[src/design/sbsd_pkg.sv]
// Shared types and constants for the servo bus status deframer.
package sbsd_pkg;

  localparam int MAX_DEVICES_DEF = 8;
  localparam int MAX_FRAME_DEF   = 64;

  localparam int CFG_INDEX_W = 1;
  localparam int CFG_DATA_W  = 64;
  localparam int DEV_IDX_W   = 3;

  localparam logic [CFG_INDEX_W-1:0] CFG_DEVICE_COUNT = 1'b0;
  localparam logic [CFG_INDEX_W-1:0] CFG_DEVICE_IDS   = 1'b1;

  localparam logic [7:0] HDR_FIRST  = 8'hFF;
  localparam logic [7:0] HDR_SECOND = 8'hF5;

  localparam logic [1:0] CODE_STORED   = 2'd0;
  localparam logic [1:0] CODE_MISMATCH = 2'd1;
  localparam logic [1:0] CODE_UNKNOWN  = 2'd2;
  localparam logic [1:0] CODE_BAD_LEN  = 2'd3;

  typedef struct packed {
    logic ld_id;
    logic ld_len;
    logic ld_status;
    logic ld_payload;
    logic finish;
    logic emit_bad_len;
  } ctrl_cmd_t;

  typedef struct packed {
    logic hdr_first;
    logic hdr_second;
    logic len_bad;
    logic len_is_two;
    logic payload_last;
  } dp_status_t;

endpackage

[src/design/sbsd_ctrl.sv]
// Frame parsing state machine and result handshake control.
module sbsd_ctrl (
  input  logic                clk,
  input  logic                rst,
  input  logic                rx_valid,
  output logic                rx_ready,
  output logic                frame_valid,
  input  logic                frame_ready,
  input  sbsd_pkg::dp_status_t st,
  output sbsd_pkg::ctrl_cmd_t  cmd
);
  import sbsd_pkg::*;

  typedef enum logic [2:0] {
    HUNT1, HUNT2, ID, LEN, STATUS, PAYLOAD, CHECK
  } phase_t;

  phase_t state, state_next;
  logic   acc;
  logic   emit;

  assign rx_ready = !frame_valid || frame_ready;
  assign acc      = rx_valid && rx_ready;

  always_comb begin
    cmd        = '0;
    state_next = state;
    if (acc) begin
      unique case (state)
        HUNT1: begin
          if (st.hdr_first) state_next = HUNT2;
        end
        HUNT2: begin
          if (st.hdr_second) state_next = ID;
          else if (!st.hdr_first) state_next = HUNT1;
        end
        ID: begin
          cmd.ld_id  = 1'b1;
          state_next = LEN;
        end
        LEN: begin
          if (st.len_bad) begin
            cmd.emit_bad_len = 1'b1;
            state_next       = HUNT1;
          end else begin
            cmd.ld_len = 1'b1;
            state_next = STATUS;
          end
        end
        STATUS: begin
          cmd.ld_status = 1'b1;
          state_next    = st.len_is_two ? CHECK : PAYLOAD;
        end
        PAYLOAD: begin
          cmd.ld_payload = 1'b1;
          if (st.payload_last) state_next = CHECK;
        end
        CHECK: begin
          cmd.finish = 1'b1;
          state_next = HUNT1;
        end
        default: state_next = HUNT1;
      endcase
    end
  end

  assign emit = cmd.emit_bad_len || cmd.finish;

  always_ff @(posedge clk) begin
    if (rst) begin
      state       <= HUNT1;
      frame_valid <= 1'b0;
    end else begin
      state <= state_next;
      if (emit) frame_valid <= 1'b1;
      else if (frame_ready) frame_valid <= 1'b0;
    end
  end

`ifndef SYNTHESIS
  a_stall_only_on_result: assert property (@(posedge clk) disable iff (rst)
    !rx_ready |-> frame_valid) else $error("input stalled without pending result");
  a_check_gives_result: assert property (@(posedge clk) disable iff (rst)
    (acc && state == CHECK) |=> (frame_valid && state == HUNT1))
    else $error("check byte did not give a result");
  a_bad_len_gives_result: assert property (@(posedge clk) disable iff (rst)
    (acc && state == LEN && st.len_bad) |=> (frame_valid && state == HUNT1))
    else $error("bad length did not give a result");
  a_result_only_at_end: assert property (@(posedge clk) disable iff (rst)
    (!frame_valid && !$past(rst)) |=> (!frame_valid || $past(emit)))
    else $error("result raised without a finished frame");
`endif

endmodule

[src/design/sbsd_dp.sv]
// Frame fields, running check sum, device table and result register.
module sbsd_dp #(
  parameter int MAX_DEVICES = sbsd_pkg::MAX_DEVICES_DEF,
  parameter int MAX_FRAME   = sbsd_pkg::MAX_FRAME_DEF
) (
  input  logic                               clk,
  input  logic                               rst,
  input  logic                               cfg_write,
  input  logic [sbsd_pkg::CFG_INDEX_W-1:0]   cfg_index,
  input  logic [sbsd_pkg::CFG_DATA_W-1:0]    cfg_data,
  input  logic [7:0]                         rx_byte,
  input  sbsd_pkg::ctrl_cmd_t                cmd,
  output sbsd_pkg::dp_status_t               st,
  output logic [1:0]                         frame_code,
  output logic [sbsd_pkg::DEV_IDX_W-1:0]     device_index,
  output logic [7:0]                         device_id,
  output logic [7:0]                         servo_status,
  output logic                               position_updated,
  output logic [15:0]                        servo_position
);
  import sbsd_pkg::*;

  localparam int IDX_W = (MAX_DEVICES > 1) ? $clog2(MAX_DEVICES) : 1;

  logic [3:0]  device_count;
  logic [63:0] device_ids;

  logic [7:0]  frame_id;
  logic [7:0]  frame_length;
  logic [7:0]  frame_status;
  logic [7:0]  payload_remaining;
  logic [7:0]  running_sum;
  logic [15:0] first_payload_bytes;
  logic [7:0]  device_status   [MAX_DEVICES];
  logic [15:0] device_position [MAX_DEVICES];

  logic [9:0]           len_ext;
  logic [7:0]           pl_total;
  logic                 sum_ok;
  logic                 hit;
  logic [DEV_IDX_W-1:0] found;
  logic [IDX_W-1:0]     found_sel;
  logic                 len_four;

  assign len_ext  = {2'b00, rx_byte} + 10'd4;
  assign pl_total = frame_length - 8'd2;
  assign len_four = (frame_length == 8'd4);
  assign sum_ok   = (rx_byte == ~running_sum);

  assign st.hdr_first    = (rx_byte == HDR_FIRST);
  assign st.hdr_second   = (rx_byte == HDR_SECOND);
  assign st.len_bad      = (rx_byte < 8'd2) || (len_ext > 10'(MAX_FRAME));
  assign st.len_is_two   = (frame_length == 8'd2);
  assign st.payload_last = (payload_remaining == 8'd1);

  always_comb begin
    hit   = 1'b0;
    found = '0;
    for (int k = MAX_DEVICES - 1; k >= 0; k--) begin
      if ((4'(k) < device_count) && (device_ids[8*k +: 8] == frame_id)) begin
        hit   = 1'b1;
        found = DEV_IDX_W'(k);
      end
    end
  end

  assign found_sel = found[IDX_W-1:0];

  always_ff @(posedge clk) begin
    if (rst) begin
      device_count        <= '0;
      device_ids          <= '0;
      frame_id            <= '0;
      frame_length        <= '0;
      frame_status        <= '0;
      payload_remaining   <= '0;
      running_sum         <= '0;
      first_payload_bytes <= '0;
      for (int k = 0; k < MAX_DEVICES; k++) begin
        device_status[k]   <= '0;
        device_position[k] <= '0;
      end
    end else begin
      if (cfg_write) begin
        unique case (cfg_index)
          CFG_DEVICE_COUNT: device_count <= cfg_data[3:0];
          CFG_DEVICE_IDS:   device_ids   <= cfg_data;
          default: ;
        endcase
      end
      if (cmd.ld_id) begin
        frame_id    <= rx_byte;
        running_sum <= rx_byte;
      end
      if (cmd.emit_bad_len) frame_length <= rx_byte;
      if (cmd.ld_len) begin
        frame_length        <= rx_byte;
        running_sum         <= running_sum + rx_byte;
        first_payload_bytes <= '0;
      end
      if (cmd.ld_status) begin
        frame_status      <= rx_byte;
        running_sum       <= running_sum + rx_byte;
        payload_remaining <= pl_total;
      end
      if (cmd.ld_payload) begin
        if (payload_remaining == pl_total)
          first_payload_bytes[15:8] <= rx_byte;
        else if (payload_remaining == pl_total - 8'd1)
          first_payload_bytes[7:0] <= rx_byte;
        running_sum       <= running_sum + rx_byte;
        payload_remaining <= payload_remaining - 8'd1;
      end
      if (cmd.finish && sum_ok && hit) begin
        device_status[found_sel] <= frame_status;
        if (len_four) device_position[found_sel] <= first_payload_bytes;
      end
    end
  end

  // result register, loaded with the item that ends a frame
  always_ff @(posedge clk) begin
    if (cmd.emit_bad_len) begin
      frame_code       <= CODE_BAD_LEN;
      device_index     <= '0;
      device_id        <= frame_id;
      servo_status     <= '0;
      position_updated <= 1'b0;
      servo_position   <= '0;
    end else if (cmd.finish) begin
      device_id    <= frame_id;
      servo_status <= frame_status;
      if (!sum_ok) begin
        frame_code       <= CODE_MISMATCH;
        device_index     <= '0;
        position_updated <= 1'b0;
        servo_position   <= '0;
      end else if (!hit) begin
        frame_code       <= CODE_UNKNOWN;
        device_index     <= '0;
        position_updated <= 1'b0;
        servo_position   <= '0;
      end else begin
        frame_code       <= CODE_STORED;
        device_index     <= found;
        position_updated <= len_four;
        servo_position   <= len_four ? first_payload_bytes : device_position[found_sel];
      end
    end
  end

endmodule

[src/design/servo_bus_status_deframer.sv]
// Servo bus status frame parser: one received byte per item, up to one result per frame.
//
// Takes one received byte per cycle and hunts for the FF F5 header, then parses
// id, length, status, payload and check byte. One result item comes out after the
// check byte of each frame (stored, check mismatch or unknown id), or right after
// a length byte that is below 2 or makes the frame longer than MAX_FRAME. Each byte
// takes one cycle; the input stalls only while a result sits in the output register
// and is not taken, and a result may be taken in the same cycle a new byte enters.
// The id search over the configured devices and the table update happen in the
// check byte's cycle. Write configuration only while the block is idle.
module servo_bus_status_deframer #(
  parameter int MAX_DEVICES = sbsd_pkg::MAX_DEVICES_DEF,
  parameter int MAX_FRAME   = sbsd_pkg::MAX_FRAME_DEF
) (
  input  logic                             clk,
  input  logic                             rst,
  input  logic                             cfg_write,
  input  logic [sbsd_pkg::CFG_INDEX_W-1:0] cfg_index,
  input  logic [sbsd_pkg::CFG_DATA_W-1:0]  cfg_data,
  input  logic                             rx_valid,
  output logic                             rx_ready,
  input  logic [7:0]                       rx_byte,
  output logic                             frame_valid,
  input  logic                             frame_ready,
  output logic [1:0]                       frame_code,
  output logic [sbsd_pkg::DEV_IDX_W-1:0]   device_index,
  output logic [7:0]                       device_id,
  output logic [7:0]                       servo_status,
  output logic                             position_updated,
  output logic [15:0]                      servo_position
);
  import sbsd_pkg::*;

  ctrl_cmd_t  cmd;
  dp_status_t st;

  sbsd_ctrl u_ctrl (
    .clk         (clk),
    .rst         (rst),
    .rx_valid    (rx_valid),
    .rx_ready    (rx_ready),
    .frame_valid (frame_valid),
    .frame_ready (frame_ready),
    .st          (st),
    .cmd         (cmd)
  );

  sbsd_dp #(
    .MAX_DEVICES (MAX_DEVICES),
    .MAX_FRAME   (MAX_FRAME)
  ) u_dp (
    .clk              (clk),
    .rst              (rst),
    .cfg_write        (cfg_write),
    .cfg_index        (cfg_index),
    .cfg_data         (cfg_data),
    .rx_byte          (rx_byte),
    .cmd              (cmd),
    .st               (st),
    .frame_code       (frame_code),
    .device_index     (device_index),
    .device_id        (device_id),
    .servo_status     (servo_status),
    .position_updated (position_updated),
    .servo_position   (servo_position)
  );

endmodule
[config.mk]
export PLATFORM = sky130hd
export DESIGN_NAME = servo_bus_status_deframer
export DESIGN_NICKNAME = d
export VERILOG_FILES = /design/src/design/sbsd_pkg.sv /design/src/design/sbsd_ctrl.sv /design/src/design/sbsd_dp.sv /design/src/design/servo_bus_status_deframer.sv
export SDC_FILE = /design/constraint.sdc
export NUM_CORES = 1
export LEC_CHECK = 0
export BUFFER_PORTS_ARGS = -buffer_cell sky130_fd_sc_hd__buf_2
export CORE_AREA = 5 5 261 161
export DETAILED_ROUTE_END_ITERATION = 10
export DIE_AREA = 0 0 266 166
export PLACE_DENSITY = 0.65
export SYNTH_ARGS = -nofsm -noshare
export SYNTH_HDL_FRONTEND = slang
export SYNTH_SLANG_ARGS = --single-unit
[constraint.sdc]
create_clock -name clk -period 3.9 [get_ports clk]
set_input_delay 1.17 -clock clk [delete_from_list [all_inputs] [get_ports clk]]
set_output_delay 1.17 -clock clk [all_outputs]
set_load 0.05 [all_outputs]
# Word level (Yosys, flattened, before mapping)
# Memories as Yosys holds them, arrays and structs flattened.
# Index checks and enable logic that the tools add are counted.
[totals] ramBits=128 latchBits=0 memories=1 word_cells=151 out_inout_bits=40 mem_bits_ro=0 input_bits=78 reg_bits=166
[op_classes] mux=67 order_cmp=10 n_bitwise=2 n_eq_ne=25 div=0 n_shift=0 addsub=5 n_mul=0 n_reduce_logical=25
[mem_list] name="u_dp.device_position" depth=8 width=16 rd=1 rd_ports_with_merged_regs=0 write_ports=8 line="sbsd_dp.sv:35" source="logic [15:0] device_position [MAX_DEVICES];"
[ops] cell="two-way mux 8 bit" n=13
[ops] cell="two-way mux 16 bit" n=6
[ops] cell="== test 8 bit" n=11
[ops] cell="two-way mux 3 bit" n=16
[ops] cell="two-way mux 1 bit" n=27
[ops] cell="one-hot mux 3 bit (6 select lines)" n=1
[ops] cell="== test 8 bit (second input constant)" n=2
[ops] cell="less-than comparator 3 x 4 -> 1 bit (first input constant)" n=4
[ops] cell="OR reduction 16 bit" n=1
[ops] cell="subtractor 8 x 1 -> 8 bit (second input constant)" n=2
[ops] cell="logical AND 1 bit" n=11
[ops] cell="> comparator 10 x 7 -> 1 bit (second input constant)" n=1
[ops] cell="adder 8 x 3 -> 9 bit (second input constant)" n=1
[ops] cell="== test 3 bit (second input constant)" n=3
[ops] cell="adder 8 bit" n=1
[ops] cell="== test 8 x 1 -> 1 bit (second input constant)" n=1
[ops] cell="== test 8 x 2 -> 1 bit (second input constant)" n=1
[ops] cell="== test 8 x 3 -> 1 bit (second input constant)" n=1
[ops] cell="less-than comparator 1 x 4 -> 1 bit (first input constant)" n=2
[ops] cell="less-than comparator 2 x 4 -> 1 bit (first input constant)" n=2
[ops] cell="less-than comparator 8 x 2 -> 1 bit (second input constant)" n=1
[ops] cell="inverter 8 bit" n=1
[ops] cell="nonzero test 2 bit" n=4
[ops] cell="subtractor 8 x 2 -> 8 bit (second input constant)" n=1
[ops] cell="other kinds (14)" n=20

# Depth between registers and ports, before layout
# Gate-level depths: netlist of the first run.
[logic_depth] depth_word=16 depth_mapped=11 ltp_nobuf=11

# Cells and area by module
# From an unflattened synthesis of the first run, not the netlist that was laid out.
[hier_totals] cells_unflattened=1505 area_unflattened_um2=14547.7
[by_module_without_submodules] mod="sbsd_dp" seq_area_each_um2=7166.9 instances=1 area_each_um2=14226.1 cells_per_inst=1462
[by_module_without_submodules] mod="sbsd_ctrl" seq_area_each_um2=80.1 instances=1 area_each_um2=321.6 cells_per_inst=43

# Worst setup path after synthesis of the first run
# OpenSTA, ideal clock, no wires.
[synth_path] path_kind="input-to-reg" from="in frame_ready" to="mem u_dp.device_position[5][0], enable pin" stages=9 n_path_buf=1 setup_ns=0.373 arrival_ns=3.965 required_ns=3.527 path_slack_ns=-0.438 cell_sequence="nand2b_2 > nand3_2 > or3b_1 > or4_1 > buf_2 > a211oi_4 > and2b_1 > and4_2 > or2_1"
[synth_lines] element="start, declared" line="servo_bus_status_deframer.sv:24" source="input logic frame_ready,"
[synth_lines] element="end, declared" line="sbsd_dp.sv:35"

==> impl_results.md, run 1 <==
* Via count of the first global-routing pass at 10,119
* Final wirelength at 40,400 microns
* Number of rows in the core area at 57
* Vias after detailed routing at ~11,000
* GR peak layer: met1
* Netlist cell types at 70
* Share of final-layout standard cells stronger than drive strength 1 at 17.6%
* Total standard cell area after synthesis at 13,600 sq um
* Mean routed wirelength per cell at roughly 20 microns
* Number of hold-repair buffers added at the cts stage at 0
* Highest ir drop seen on vdd at about 0.00026 V
* Min Clock Period, post-route at between 3 and 4 ns
* HPWL after detailed placement at 29,000 microns
* Register area share after synthesis at 53.4%
* Setup TNS at 0 ns
* Layout area overhead at 17.3%
* Die height at 166 microns
* Initial antenna violation count at 2
* Buffers inserted by post-CTS timing repair at 0
* Number of buffers between clock root and the deepest sink at 3
* Required time of the critical path at 4.14 ns
* Run status: finished clean
* Final Max Slew Viols at 0
* DP Worst Slack at -0.0629 ns
* GPL Wtd Cong at 0.921
* Average via count per standard cell at 5.27
* DRC viols at 0
* Critical Setup Path Class: flop to flop
* Worst hold-check path type: flop to flop
* Synthesis-stage register bit count at 294
* Area fraction in compound gates after synthesis at 13.7%
* Finish-stage setup viols at 0
* Count of max-cap constraint violations at 0
* GR Layer Usage met1 at between 20 and 30%
* Latest clock arrival within the worst-skew pair at 0.56 ns
* Total track usage at 17.6%
* DR pass1 iterations at 6
* RSZ-0062 raised after global routing: false
* Cell at the root of the clock tree: sky130_fd_sc_hd__clkbuf_16
* Power per Cell Area at 421 nW/um^2
* Total clock sinks at 294
* Final instance area at 15,900 sq um
* Ys Warns at 0
* Full die area at 44,200 sq um
* Worst path setup slack after routing at 0.335 ns
* Clock Pin Slew Worst Setup and Hold Paths at 0.07 ns
* Number of enable-type register cells in the synthesized netlist at ~140
* Leak at 6.03 nW
* Number of nets produced by synthesis at 1,435
* Initial standard-cell utilization of the core at 34.2%
* Relative slew slack at 17.0%
* Post-route ant nets at 0
* Power Total at 6.72 mW
* Total CTS buffers at 28
* Post-synthesis instance total at 1,343
* Iter 0 DRT Violations at 1,100
* Clock skew at 0.0188 ns
* Final period utilization at 91.4%
* Kind of end point of the critical path: flop
* Max Clock Freq at 280 MHz
* Grt total ovfl at 0
* Tightest Pin Transition at 1.24 ns
* Number of nets in the final layout at between 1,500 and 2,000
* First-pass GRT wire length at 61,000 microns
* Data arrival at the endpoint of the critical path at 3.81 ns
* Predominant post-synthesis flop cell: sky130_fd_sc_hd__dfxtp_1
* Area share of fa/ha/maj cells after synthesis at under 10%
* Fraction of synthesized cell area in xor and xnor cells at 5.68%
* Asr flop ratio synth at 0%
* H-Tree Level Count at 1
* Pin count of the biggest net entering global routing at 101
* Area of the core region at roughly 40,000 sq um
* Count of input and output buffers at 117
* Hold Violations, Final at 0
* Post-synthesis mux area share at between 1.5 and 2%
* Met3 global-route usage at 4.68%
* Average instance area after synthesis at 10.1 sq um
* Total placed instance area at 15,000 sq um
* Largest family of logic cells by synthesized area: simple AND/OR/NAND/NOR gates
* GR Util met2 at about 25%
* Synth Area in Simple Gates at 21.0%
* Die Span X at 266 microns
* CTS-repair resized insts at 0
* I/O pin cnt at approximately 120
* Crit-path max FO at 16
* TritonCTS clock tree: built
* Sort of element at the start of the critical path: flop
-- stage by stage --
step	hold WS [ns]	cells	utilization (%)
floorplan	0.403	1343	-
global placement	0.449	1965	37.8
detailed placement	0.452	1965	37.8
CTS	0.467	2016	40.2
global route	0.482	2016	40.2
finish	0.464	2018	40.2
-- critical path, cell delays in order, from the launching register on --
cell and delay, ns:
sky130_fd_sc_hd__dfxtp_1 0.74, sky130_fd_sc_hd__xor2_1 0.14, sky130_fd_sc_hd__nor4_1 0.37, sky130_fd_sc_hd__o2111ai_1 0.43, sky130_fd_sc_hd__and4bb_2 0.46, sky130_fd_sc_hd__a211oi_4 0.35
sky130_fd_sc_hd__nand2b_4 0.18, sky130_fd_sc_hd__nor3b_4 0.26, sky130_fd_sc_hd__or2_4 0.30
-- worst paths after layout --
| kind | startpoint | to | slack (ns) | cells past startpoint |
|---|---|---|---|---|
| max | u_dp.frame_id[1]$_SDFFE_PP0P_ | u_dp.device_position[1][1]$_SDFFCE_PN0P_ | 0.33 | 8 |
| max reg2reg | u_dp.frame_id[1]$_SDFFE_PP0P_ | u_dp.device_position[1][1]$_SDFFCE_PN0P_ | 0.33 | 8 |
| min | u_dp.frame_status[3]$_SDFFE_PP0P_ | u_dp.servo_status[3]$_SDFFE_PP0P_ | 0.46 | 2 |
| min reg2reg | u_dp.frame_status[3]$_SDFFE_PP0P_ | u_dp.servo_status[3]$_SDFFE_PP0P_ | 0.46 | 2 |
-- sequential cells by signal (all words and copies together), names as in the netlist, 16 cells and up --
signal,count
u_dp.device_ids,64
u_dp.device_position,128
u_dp.first_payload_bytes,16
u_dp.servo_position,16
-- area by class of cell --
type | instances | area, sq um
fill | 3858 | 23700
sequential | 294 | 7250
multi-input combinational | 950 | 5960
timing repair buffer | 179 | 1080
clock buffer | 36 | 792
tap | 531 | 664
clock inverter | 15 | 145
inverter | 11 | 41.3
antenna | 2 | 5.00
-- cell usage in the layout, fill, tap and decap left out, drive strengths merged, types with 22 or more instances in the layout --
cell	instances
a21oi	128
nor2	41
nand3	22
edfxtp	136
xnor2	46
buf	179
dfxtp	158
xor2	42
o211ai	22
and2	132
nand2	222
clkbuf	36
-- synthesized netlist by cell type, types with 17 or more instances --
cell type	number	area share [%]
sky130_fd_sc_hd__xor2_1	42	2.7
sky130_fd_sc_hd__mux2i_1	19	1.4
sky130_fd_sc_hd__dfxtp_1	158	23
sky130_fd_sc_hd__nand2b_1	18	0.83
sky130_fd_sc_hd__a22oi_1	17	0.94
sky130_fd_sc_hd__a21oi_1	128	4.7
sky130_fd_sc_hd__o211ai_1	22	1.2
sky130_fd_sc_hd__nand3_1	21	0.77
sky130_fd_sc_hd__clkbuf_1	61	1.7
sky130_fd_sc_hd__nand2_1	222	6.1
sky130_fd_sc_hd__xnor2_1	46	3.0
sky130_fd_sc_hd__edfxtp_1	136	30
sky130_fd_sc_hd__buf_2	17	0.63
sky130_fd_sc_hd__and2_1	132	6.1
sky130_fd_sc_hd__nor2_1	41	1.1
-- metal layers --
layer / routed length, microns / vias to the layer above
li1: - / 5018
met1: 18900 / 5147
met2: 16600 / 407
met3: 3950 / 63
met4: 936 / 0
met5: 0 / -
-- logic make-up after synthesis --
logic type / after synthesis
AND/OR/NAND/NOR: 542
flip-flops: 294
AO/OA/AOI/OAI: 281
buffers and inverters: 99
XOR/XNOR: 88
multiplexers: 25
adder cells (fa/ha/maj): 14
-- power by group --
| group | internal (mW) | total (mW) | switching [mW] |
|---|---|---|---|
| Clock | 1.57 | 2.79 | 1.21 |
| Sequential | 3.32 | 3.37 | 0.0548 |
| Combinational | 0.214 | 0.558 | 0.344 |
| Total | 5.10 | 6.72 | 1.61 |
(Power assumes the default switching activity.)
==> inputs of run 2 (changes only) <==
--- a/config.mk
+++ b/config.mk
@@ -6,10 +6,10 @@
 export NUM_CORES = 1
 export LEC_CHECK = 0
 export BUFFER_PORTS_ARGS = -buffer_cell sky130_fd_sc_hd__buf_2
-export CORE_AREA = 5 5 261 161
+export CORE_AREA = 5 5 219 136
 export DETAILED_ROUTE_END_ITERATION = 10
-export DIE_AREA = 0 0 266 166
-export PLACE_DENSITY = 0.65
+export DIE_AREA = 0 0 224 141
+export PLACE_DENSITY = 0.83
 export SYNTH_ARGS = -nofsm -noshare
 export SYNTH_HDL_FRONTEND = slang
 export SYNTH_SLANG_ARGS = --single-unit
==> run 2 against run 1 <==
  * Hold slack worse by 0.012 ns
  * Clock skew is 0.0025 ns lower
  * Register-to-register slack better by 0.07 ns
  * Combinational power is 0.7% higher
  * Maximum frequency is 2.1% higher
  * Largest cell class unchanged
  * Largest power group unchanged
  * Highest routed layer unchanged
==> impl_results.md, run 2 (synthesis results as in run 1) <==
* Switch Pwr at 1.56 mW
* Worst path setup slack after routing at 0.410 ns
* Critical Setup Path Class: flop to flop
* Buffers inserted by post-CTS timing repair at 0
* Initial standard-cell utilization of the core at 48.6%
* DR pass1 iterations at 7
* Final antenna diode count at 0
* Average via count per standard cell at slightly below 6
* Initial antenna violation count at 0
* Register containing the most flip-flops in the final layout: u_dp.device_position
* Top Registers: u_dp.device_position x128, u_dp.device_ids x64
* HPWL after detailed placement at 27,300 microns
* Relative slew slack at 49.3%
* Proportion of power drawn by flip-flops and latches at 50.9%
* Mean routed wirelength per cell at between 20 and 25 microns
* Run status: finished clean
* Finish-stage setup viols at 0
* I/O pin cnt at 118
* Number of hold-repair buffers added at the cts stage at 0
* Leak at 5.94 nW
* RSZ-0062 raised after global routing: false
* Final Max Slew Viols at 0
* H-Tree Level Count at 1
* Crit-path max FO at 16
* Number of nets in the final layout at 1,549
* Number of flip-flops under the largest register name at between 100 and 150
* Highest ir drop seen on vdd at 0.000318 V
* GPL Wtd Cong at 0.896
* Hold Violations, Final at 0
* Power per Cell Area at ~420 nW/um^2
* Kind of end point of the critical path: flop
* Count of input and output buffers at 117
* Max Clock Freq at 287 MHz
* Number of buffers between clock root and the deepest sink at 3
* Total clock sinks at 294
* First-pass GRT wire length at 60,700 microns
* Iter 0 DRT Violations at 1,450
* TritonCTS clock tree: built
* Cell-internal power at 5.06 mW
* Switching part of the total at 23.6%
* Layout area overhead at 15.0%
* Count of max-cap constraint violations at 0
* Die Span X at 224 microns
* Share of final-layout standard cells stronger than drive strength 1 at 16.8%
* Worst hold-check path type: flop to flop
* Sort of element at the start of the critical path: flop
* DRC viols at 0
* Final period utilization at 89.5%
* Number of rows in the core area at 48
* Min Clock Period, post-route at 3.49 ns
* Pin count of the biggest net entering global routing at 70
* Setup TNS at 0 ns
* Comb power frac at 8.5%
* Area of the core region at approximately 28,000 sq um
* Most frequent standard cell in the layout excluding fill and tap cells: sky130_fd_sc_hd__nand2_1
* DP Worst Slack at around 0.1 ns
* Clock skew at between 0.015 and 0.02 ns
* Required time of the critical path at 4.12 ns
* Die height at 141 microns
* Grt total ovfl at 0
* Vias after detailed routing at 11,001
* Latest clock arrival within the worst-skew pair at between 0.5 and 0.6 ns
* Clock Pin Slew Worst Setup and Hold Paths at 0.07 ns
* Final wirelength at 39,200 microns
* Data arrival at the endpoint of the critical path at between 3 and 4 ns
* Highest-count cells in the layout ignoring fill and taps: 221 x sky130_fd_sc_hd__nand2_1, 158 x sky130_fd_sc_hd__dfxtp_1, 136 x sky130_fd_sc_hd__edfxtp_1, 131 x sky130_fd_sc_hd__and2_1, 128 x sky130_fd_sc_hd__a21oi_1
* Cell at the root of the clock tree: sky130_fd_sc_hd__clkbuf_16
* Full die area at 31,600 sq um
* Total placed instance area at 14,700 sq um
* Part of the power in the clock network at 40.6%
* Final instance area at ~16,000 sq um
* Total CTS buffers at 26
* CTS-repair resized insts at 0
* Tightest Pin Transition at 0.760 ns
* Power Total at between 6 and 7 mW
* Post-route ant nets at 0
* Via count of the first global-routing pass at between 10,000 and 15,000
* Total track usage at roughly a quarter
run 2: cell types whose count changed in the layout (fill, tap and decap cells not counted), sizes merged:
cell      delta
clkinv       -6
buf          -5
clkinvlp     +3
diode        -2
bufinv       +1
inv          -1
run 2: power groups by stage:
stage,Combinational (mW),Sequential [mW],Clock (mW)
finish,0.562,3.37,2.69
global route,0.599,3.37,2.84
CTS,0.550,3.37,2.72
detailed placement,0.545,3.43,0
global placement,0.532,3.43,0
floorplan,0.349,3.41,0
run 2: stage by stage:
stage	utilization, %	std cells	hold slack (ns)
finish	55.9	1852	0.452
global route	55.9	1852	0.468
CTS	55.9	1852	0.452
detailed placement	52.8	1804	0.443
global placement	52.8	1804	0.441
floorplan	-	1343	0.403
run 2: critical path: stages (launching register included):
cell,delay [ns]
sky130_fd_sc_hd__dfxtp_1,0.76
sky130_fd_sc_hd__xor2_1,0.14
sky130_fd_sc_hd__nor4_1,0.41
sky130_fd_sc_hd__o2111ai_1,0.33
sky130_fd_sc_hd__and4bb_2,0.40
sky130_fd_sc_hd__a211oi_4,0.40
sky130_fd_sc_hd__and2b_1,0.21
sky130_fd_sc_hd__and3b_1,0.22
sky130_fd_sc_hd__or2_4,0.30
run 2: final timing paths:
kind,startpoint,slack (ns),depth (start not counted),endpoint
worst max register to register,u_dp.frame_id[2]$_SDFFE_PP0P_,0.41,8,u_dp.device_position[7][12]$_SDFFCE_PN0P_
worst min register to register,u_dp.servo_status[1]$_SDFFE_PP0P_,0.45,2,u_dp.servo_status[1]$_SDFFE_PP0P_
worst min-delay path,u_dp.servo_status[1]$_SDFFE_PP0P_,0.45,2,u_dp.servo_status[1]$_SDFFE_PP0P_
worst max-delay path,u_dp.frame_id[2]$_SDFFE_PP0P_,0.41,8,u_dp.device_position[7][12]$_SDFFCE_PN0P_
run 2: final cells by class:
cell class	count	area, sq um
Multi-Input combinational cell	950	5960
Timing Repair Buffer	174	1020
Inverter	11	41.3
Clock inverter	12	136
Tap cell	375	469
Fill cell	2317	12300
Clock buffer	36	741
Sequential cell	294	7250
run 2: metal layers:
metal	vias to the layer above	wire [microns]	track usage [%]
met4	0	842	5.90
met2	599	16800	36.0
li1	4999	-	-
met1	5328	16800	35.0
met3	75	4740	7.62
met5	-	0	0
==> inputs of run 3 (changes only) <==
--- a/config.mk
+++ b/config.mk
@@ -9,7 +9,8 @@
 export CORE_AREA = 5 5 219 136
 export DETAILED_ROUTE_END_ITERATION = 10
 export DIE_AREA = 0 0 224 141
-export PLACE_DENSITY = 0.83
+export GPL_ROUTABILITY_DRIVEN = 0
+export PLACE_DENSITY = 0.71
 export SYNTH_ARGS = -nofsm -noshare
 export SYNTH_HDL_FRONTEND = slang
 export SYNTH_SLANG_ARGS = --single-unit
==> run 3 against run 2 <==
  * Register-to-register slack worse by 0.12 ns
  * Final area grew 0.74%
  * Maximum frequency decreased by 3.2%
  * Final cell count is 0.27% higher
  * Hold slack improved by 0.0054 ns
  * Largest cell class unchanged
==> impl_results.md, run 3 (synthesis results as in run 1) <==
* Number of hold-repair buffers added at the cts stage at 0
* Number of flip-flops under the largest register name at 128
* Pin count of the biggest net entering global routing at 61
* Iter 0 DRT Violations at 1,144
* Final wirelength at 37,300 microns
* Total CTS buffers at 28
* Hold Violations, Final at 0
* TritonCTS clock tree: built
* Power Total at 6.77 mW
* Critical Setup Path Class: flop to flop
* Data arrival at the endpoint of the critical path at 3.84 ns
* Setup TNS at 0 ns
* Average via count per standard cell at 5.72
* DR pass1 iterations at 5
* Kind of end point of the critical path: flop
* Leak at ~6.0 nW
* Total placed instance area at 14,800 sq um
* CTS-repair resized insts at 0
* Number of nets in the final layout at roughly 1,600
* HPWL after detailed placement at 26,600 microns
* Most frequent standard cell in the layout excluding fill and tap cells: sky130_fd_sc_hd__nand2_1
* Clock skew at 0.0116 ns
* Finish-stage setup viols at 0
* H-Tree Level Count at 1
* Fraction of the core area covered by cells at the end of the flow at 56.3%
* Register containing the most flip-flops in the final layout: u_dp.device_position
* Count of input and output buffers at ~120
* Full die area at ~32,000 sq um
* Latest clock arrival within the worst-skew pair at 0.55 ns
* Number of rows in the core area at 48
* Worst hold path depth at 2
* Capture endpoint of the worst hold path: u_dp.servo_status[4]$_SDFFE_PP0P_
* Startpoint of the most critical hold path: u_dp.frame_status[4]$_SDFFE_PP0P_
* Crit-path max FO at 16
* Min Clock Period, post-route at 3.61 ns
* DP Worst Slack at 0.110 ns
* Clock Pin Slew Worst Setup and Hold Paths at 0.06 ns
* Top Registers: u_dp.device_position x128, u_dp.device_ids x64
* Max Clock Freq at between 200 and 300 MHz
* Initial standard-cell utilization of the core at 48.6%
* Mean routed wirelength per cell at 20.1 microns
* Vias after detailed routing at 10,623
* Relative slew slack at 48.1%
* DRC viols at 0
* Share of final-layout standard cells stronger than drive strength 1 at between 10% and 20%
* Grt total ovfl at 0
* Power per Cell Area at 430 nW/um^2
* Die Span X at roughly 220 microns
* Tightest Pin Transition at 0.779 ns
* Initial antenna violation count at 0
* Worst path setup slack after routing at 0.294 ns
* Cell at the root of the clock tree: sky130_fd_sc_hd__clkbuf_16
* Highest ir drop seen on vdd at 0.000295 V
* RSZ-0062 raised after global routing: false
* Number of buffers between clock root and the deepest sink at 3
* Sort of element at the start of the critical path: flop
* R2R depth at 8
* Source of the worst register-to-register timing path: u_dp.frame_id[1]$_SDFFE_PP0P_
* Die height at about 140 microns
* Layout area overhead at 15.8%
* Post-route ant nets at 0
* Via count of the first global-routing pass at between 10,000 and 15,000
* Final period utilization at 92.4%
* Final instance area at 15,700 sq um
* Minimum setup slack among reg-to-reg paths at 0.29 ns
* Worst reg2reg path endpoint: u_dp.device_position[5][3]$_SDFFCE_PN0P_
* First-pass GRT wire length at 58,400 microns
* Highest-count cells in the layout ignoring fill and taps: 221 x sky130_fd_sc_hd__nand2_1, 158 x sky130_fd_sc_hd__dfxtp_1, 136 x sky130_fd_sc_hd__edfxtp_1, 131 x sky130_fd_sc_hd__and2_1, 128 x sky130_fd_sc_hd__a21oi_1
* Final Max Slew Viols at 0
* Filler cell count at 2,400
* Buffers inserted by post-CTS timing repair at 0
* I/O pin cnt at approximately 120
* Total clock sinks at 294
* Run status: finished clean
* Area of the core region at 27,900 sq um
* Required time of the critical path at just over 4 ns
* Total track usage at around a quarter
* Final antenna diode count at 0
* Count of max-cap constraint violations at 0
* Worst hold-check path type: flop to flop
run 3: area by class of cell:
class	instances	area (sq um)	area share [%]
clock buffer	45	850	5.40
sequential	294	7250	46.1
clock inverter	7	110	0.700
multi-input combinational	950	5960	37.9
tap	375	469	2.98
inverter	11	41.3	0.263
timing repair buffer	175	1050	6.67
run 3: routing by layer:
metal | wire length [microns] | global-route usage, %
met1 | 17500 | 36.4
met2 | 15800 | 34.3
met3 | 3420 | 4.72
met4 | 589 | 4.16
met5 | 0 | 0
run 3: where the power goes:
group	leakage [nW]	internal (mW)	switching (mW)	total [mW]
combinational	2.95	0.216	0.336	0.552
sequential	2.59	3.32	0.0488	3.37
clock	0.475	1.69	1.16	2.85
run 3: worst max-delay path, cell delays in order (launching register included):
cell,delay (ns)
sky130_fd_sc_hd__dfxtp_1,0.68
sky130_fd_sc_hd__xor2_1,0.13
sky130_fd_sc_hd__nor4_1,0.37
sky130_fd_sc_hd__nand4_1,0.47
sky130_fd_sc_hd__and4bb_2,0.53
sky130_fd_sc_hd__a211oi_4,0.37
sky130_fd_sc_hd__and2b_1,0.20
sky130_fd_sc_hd__and4_2,0.24
sky130_fd_sc_hd__or2_4,0.28
run 3: how the worst max path moves through the flow:
stage | start | to | slack [ns] | depth (start not counted)
final | u_dp.frame_id[1]$_SDFFE_PP0P_ | u_dp.device_position[5][3]$_SDFFCE_PN0P_ | 0.29 | 8
after global placement | frame_ready | u_dp.device_position[5][1]$_SDFFCE_PN0P_ | 0.16 | 9
after floorplan | frame_ready | u_dp.device_position[1][0]$_SDFFCE_PN0P_ | 0.1 | 9
after detailed placement | frame_ready | u_dp.device_position[5][15]$_SDFFCE_PN0P_ | 0.11 | 9
after CTS | u_dp.frame_id[1]$_SDFFE_PP0P_ | u_dp.device_position[5][15]$_SDFFCE_PN0P_ | 0.35 | 8
after global routing | u_dp.frame_id[1]$_SDFFE_PP0P_ | u_dp.device_position[5][1]$_SDFFCE_PN0P_ | 0.18 | 8
run 3: stage by stage:
step / cells / hold WS, ns
finish: 1857 / 0.457
global placement: 1805 / 0.439
CTS: 1857 / 0.459
detailed placement: 1805 / 0.451
floorplan: 1343 / 0.403
global route: 1857 / 0.473
